==> src/sv/chb_pkg.sv <==
// ----------------------------------------------------------------------------
// chb_pkg
// Shared widths, register codes and the stage payload type of the
// Chebyshev series evaluator.
// ----------------------------------------------------------------------------
package chb_pkg;

    localparam int XW     = 32;   // Q16.16 sample, coefficient and result
    localparam int UW     = 32;   // Q4.28 mapped argument
    localparam int SPW    = 31;   // unsigned Q1.30 span scale
    localparam int TW     = 46;   // T_k with 28 fraction bits
    localparam int SW     = 52;   // running sum, Q.16
    localparam int FRAC_U = 28;
    localparam int NCOEF  = 5;
    localparam int AW     = 5;    // APB byte address

    typedef enum logic [2:0] {
        REG_CENTER = 3'd0,
        REG_SPAN   = 3'd1,
        REG_COEF0  = 3'd2,
        REG_COEF1  = 3'd3,
        REG_COEF2  = 3'd4,
        REG_COEF3  = 3'd5,
        REG_COEF4  = 3'd6
    } t_reg_idx;

    localparam logic signed [TW-1:0] T_ONE =
        {{(TW-FRAC_U-1){1'b0}}, 1'b1, {FRAC_U{1'b0}}};

    typedef struct packed {
        logic signed [UW-1:0] u;
        logic signed [TW-1:0] t_prev;
        logic signed [TW-1:0] t_cur;
        logic signed [SW-1:0] acc;
        logic                 sat;
    } t_step;

endpackage

==> src/sv/chb_out.sv <==
// ----------------------------------------------------------------------------
// chb_out
// Result clamp to Q16.16 and output register holding the beat until taken.
// ----------------------------------------------------------------------------
module chb_out import chb_pkg::*; (
    input  logic                  i_clk,
    input  logic                  i_rst_n,
    input  logic                  i_valid,
    output logic                  o_ready,
    input  t_step                 i_data,
    output logic                  o_valid,
    input  logic                  i_ready,
    output logic signed [XW-1:0]  o_y,
    output logic                  o_sat
);

    logic                 r_v;
    logic signed [XW-1:0] r_y;
    logic                 r_sat;

    logic                 w_en;
    logic                 w_ovf;
    logic signed [XW-1:0] n_y;

    assign w_en    = !r_v || i_ready;
    assign o_ready = w_en;
    assign w_ovf   = !((&i_data.acc[SW-1:XW-1]) || !(|i_data.acc[SW-1:XW-1]));

    always_comb begin
        if (w_ovf) begin
            n_y = i_data.acc[SW-1] ? {1'b1, {(XW-1){1'b0}}} : {1'b0, {(XW-1){1'b1}}};
        end else begin
            n_y = i_data.acc[XW-1:0];
        end
    end

    always_ff @(posedge i_clk) begin
        if (!i_rst_n) begin
            r_v <= 1'b0;
        end else if (w_en) begin
            r_v <= i_valid;
        end
    end

    always_ff @(posedge i_clk) begin
        if (w_en && i_valid) begin
            r_y   <= n_y;
            r_sat <= i_data.sat || w_ovf;
        end
    end

    assign o_valid = r_v;
    assign o_y     = r_y;
    assign o_sat   = r_sat;

endmodule

==> config.mk <==
export PLATFORM = sky130hd
export DESIGN_NAME = chb_out
export DESIGN_NICKNAME = d
export VERILOG_FILES = /design/src/sv/chb_pkg.sv /design/src/sv/chb_out.sv
export SDC_FILE = /design/constraint.sdc
export NUM_CORES = 1
export LEC_CHECK = 0
export ABC_CLOCK_PERIOD_IN_PS = 2200
export BUFFER_PORTS_ARGS = -buffer_cell sky130_fd_sc_hd__buf_4
export CAP_MARGIN = 20
export CORE_AREA = 2 2 84 86
export CTS_BUF_LIST = sky130_fd_sc_hd__clkbuf_4 sky130_fd_sc_hd__clkbuf_8
export CTS_CLUSTER_SIZE = 12
export DETAILED_ROUTE_END_ITERATION = 12
export DIE_AREA = 0 0 86 88
export SKIP_CTS_REPAIR_TIMING = 1
export SYNTH_ARGS = -nofsm -noshare
export SYNTH_HDL_FRONTEND = slang
export SYNTH_SLANG_ARGS = --single-unit
==> constraint.sdc <==
create_clock -name i_clk -period 2.2 [get_ports i_clk]
set_input_delay 0.22 -clock i_clk [delete_from_list [all_inputs] [get_ports i_clk]]
set_output_delay 0.22 -clock i_clk [all_outputs]
set_load 0.01 [all_outputs]
==> metrics.txt <==
reg-to-reg slack, setup=910 ps; Die H=88 um; global placer's final weighted congestion=0.6696; slew at the pin closest to its max-slew limit=439.0 ps; Tightest Hold Check Type=input port to flip-flop; relative slew slack=70.73%; fraction of final layout cells sized beyond drive strength 1=56.84%; share of the yosys chip area belonging to registers=67.73%; clock tree from TritonCTS=done; Hold Path Origin=i_data[52]; antenna-violating nets left=0; overall global routing resource usage=10.68%; critical path buffer and inverter count=2; CTS sink count=34; area leader, netlist=edfxtp_1; Initial Utilization=22.47%; pin count of the biggest net entering global routing=34; post-synthesis area per instance=15.71 sq um; Final Cycle Share=73.99%; kind of end point of the critical path=flip-flop; Worst Hold Depth=1; post-DP HPWL=2864 um; Avg Vias per Cell=4.370; Crit path arrival time=1770 ps; remaining routing DRC violations=0; number of global-route vias before repair=1212; area growth from synthesis to layout=57.33%; number of diodes=0; number of register bits inferred by synthesis=34; unrepaired setup endpoints after global routing=no; area enclosed by the die boundary=7568 sq um; number of search-and-repair iterations in the first detailed-routing pass=4; Critical-path top delay cell=or4_4; Layout fillers=670; largest incremental delay on the critical path=540 ps; clock insertion delay at the later pin of the skew report=280 ps; maximum clock insertion buffer count=2; leakage power=1.094 nW; number of placed instances with taps included=262; warning count from the yosys run=0; sum of negative setup slack=0 ps; row cnt=30; Cell Chain, Critical Path=buf_4 -> or4_4 -> nor4_4 -> a31o_4 -> buf_12 -> a21o_1; top post-synthesis cells by area=edfxtp_1 66%, a21o_1 16%, buf_6 4.5%, nand4_1 2.1%, nor4_4 1.4%; startpoint of the worst-slack reg-to-reg timing path=o_valid; capture endpoint of the worst hold path=o_y[31]; Buffers on Ports=91; final hold violation count=0; num ports=216; DR vias=1180; total of max-cap violations=0; wire per inst=14.53 um; Multi-input gate area=417.9 sq um; number of buffers inserted during clock tree synthesis=5; post-layout total power=1.434 mW; FF-to-FF path depth=3; number of different library cells in the post-synthesis netlist=19; fin. max-slew vios=0; grt ovf=0; wire length of the first global-routing pass=6009 um; nets@finish=370; combined flip-flop and latch cell area=1011 sq um; First DRT Iteration DRCs=32; nature of the critical path startpoint=input port; maximum fanout along the worst path=21; horizontal extent of the die=86 um; worst path required time=2350 ps; area inside the core boundary=6644 sq um; Detailed Route WL=3923 um; Cell Count, Final, Fillers Out=270; Post-Syn Nets=276; # H-tree levels=2; IR Drop Worst-Case VDD=0.2040 mV; Power Density=610.6 nW/um^2; utilization after layout=35.35%; Finish-stage setup viols=0; delay-heaviest family, CP=simple AND/OR/NAND/NOR gates; number of antenna violations at the first check in global routing=0; final critical delay including setup and external delays=1628 ps; status=finished, final reports clean; FMAX=614.4 MHz; number of instances in the synthesized netlist=95; area share of the largest cell type after synthesis=66.39%; largest clock skew in the final design=4.322 ps; CP Class=input port to flip-flop; clock slew seen by the registers of the worst setup and hold paths=70 ps; mapped cell area=1493 sq um; clock root buffer=clkbuf_8; reg-to-reg endpoint=o_sat
-- power by group --
part | total, mW | leakage [nW] | internal, mW | switching (mW)
combinational | 0.223 | 0.722 | 0.131 | 0.0920
clock | 0.446 | 0.0460 | 0.230 | 0.216
sequential | 0.765 | 0.326 | 0.754 | 0.0106
total | 1.43 | 1.09 | 1.12 | 0.319
-- worst max path at each step --
stage	startpoint	endpoint	slack, ps	cells past startpoint
2_1_floorplan	o_valid	o_sat	480	2
5_1_grt	i_data[37]	o_y[24]	510	6
4_1_cts	i_data[37]	o_y[28]	560	6
6_report	i_data[37]	o_y[28]	570	6
3_3_place_gp	i_data[46]	o_y[13]	290	7
3_5_place_dp	i_data[37]	o_y[28]	260	6
-- per-stage QoR --
step / worst slack, ps / hold slack (ps) / area [sq um]
after floorplan: 482.6 / 358.8 / 1493
after global placement: 285.1 / 454.4 / 2263
after detailed placement: 264.4 / 462.0 / 2263
after CTS: 563.3 / 162.4 / 2349
after global routing: 506.9 / 156.8 / 2349
final: 572.3 / 176.5 / 2349
-- cell families (layout without fill, tap and decap cells) --
| kind of cell | count (synthesis) | in the layout | synth area share [%] |
|---|---|---|---|
| buffers and inverters | 8 | 103 | 5.029 |
| AND/OR/NAND/NOR | 19 | 19 | 8.968 |
| flip-flops | 34 | 34 | 67.73 |
| AO/OA/AOI/OAI | 34 | 34 | 18.27 |
-- state kept, by name, summed over array words and instances (netlist names) --
signal / cells
o_sat: 1
o_valid: 1
o_y: 32
-- layout by cell type (no fill, tap or decap) --
cell	instances
nor4_1	3
a21o_1	31
clkbuf_8	5
a311oi_4	1
and2_1	1
nand3_1	1
a31o_4	1
nor4_4	1
nand2b_1	2
buf_12	2
nand2_1	1
edfxtp_1	33
inv_1	1
clkinv_2	1
buf_4	92
nor3_1	1
a21boi_0	1
or4_4	1
nor2_2	3
nand4_1	5
dfxtp_1	1
clkbuf_4	1
clkinv_1	1
-- Yosys cell counts --
| cell type | number |
|---|---|
| buf_6 | 6 |
| nand4_1 | 5 |
| a31o_4 | 1 |
| nor3_1 | 1 |
| nand2_1 | 1 |
| a311oi_2 | 1 |
| a21o_1 | 31 |
| nor4_1 | 3 |
| dfxtp_1 | 1 |
| nand2b_1 | 2 |
| and2_1 | 1 |
| a21boi_0 | 1 |
| clkbuf_1 | 1 |
| nor2_2 | 3 |
| nand3_1 | 1 |
| inv_1 | 1 |
| or4_4 | 1 |
| edfxtp_1 | 33 |
| nor4_4 | 1 |
-- final cells by class --
type / count / area share [%]
sequential: 34 / 43.05
timing repair buffer: 94 / 31.11
multi-input combinational: 53 / 17.79
tap: 80 / 4.262
clock buffer: 6 / 3.250
clock inverter: 2 / 0.3729
inverter: 1 / 0.1598
-- layer usage --
metal  track usage, %  share of wire [%]  vias up
met1            12.09                 39      560
met4            3.030               0.48        0
met5                0                  0        -
met2            17.48                 49       61
met3            5.844                 11        2
li1                 -                  -      557
Power figures use the tool's default switching activity.
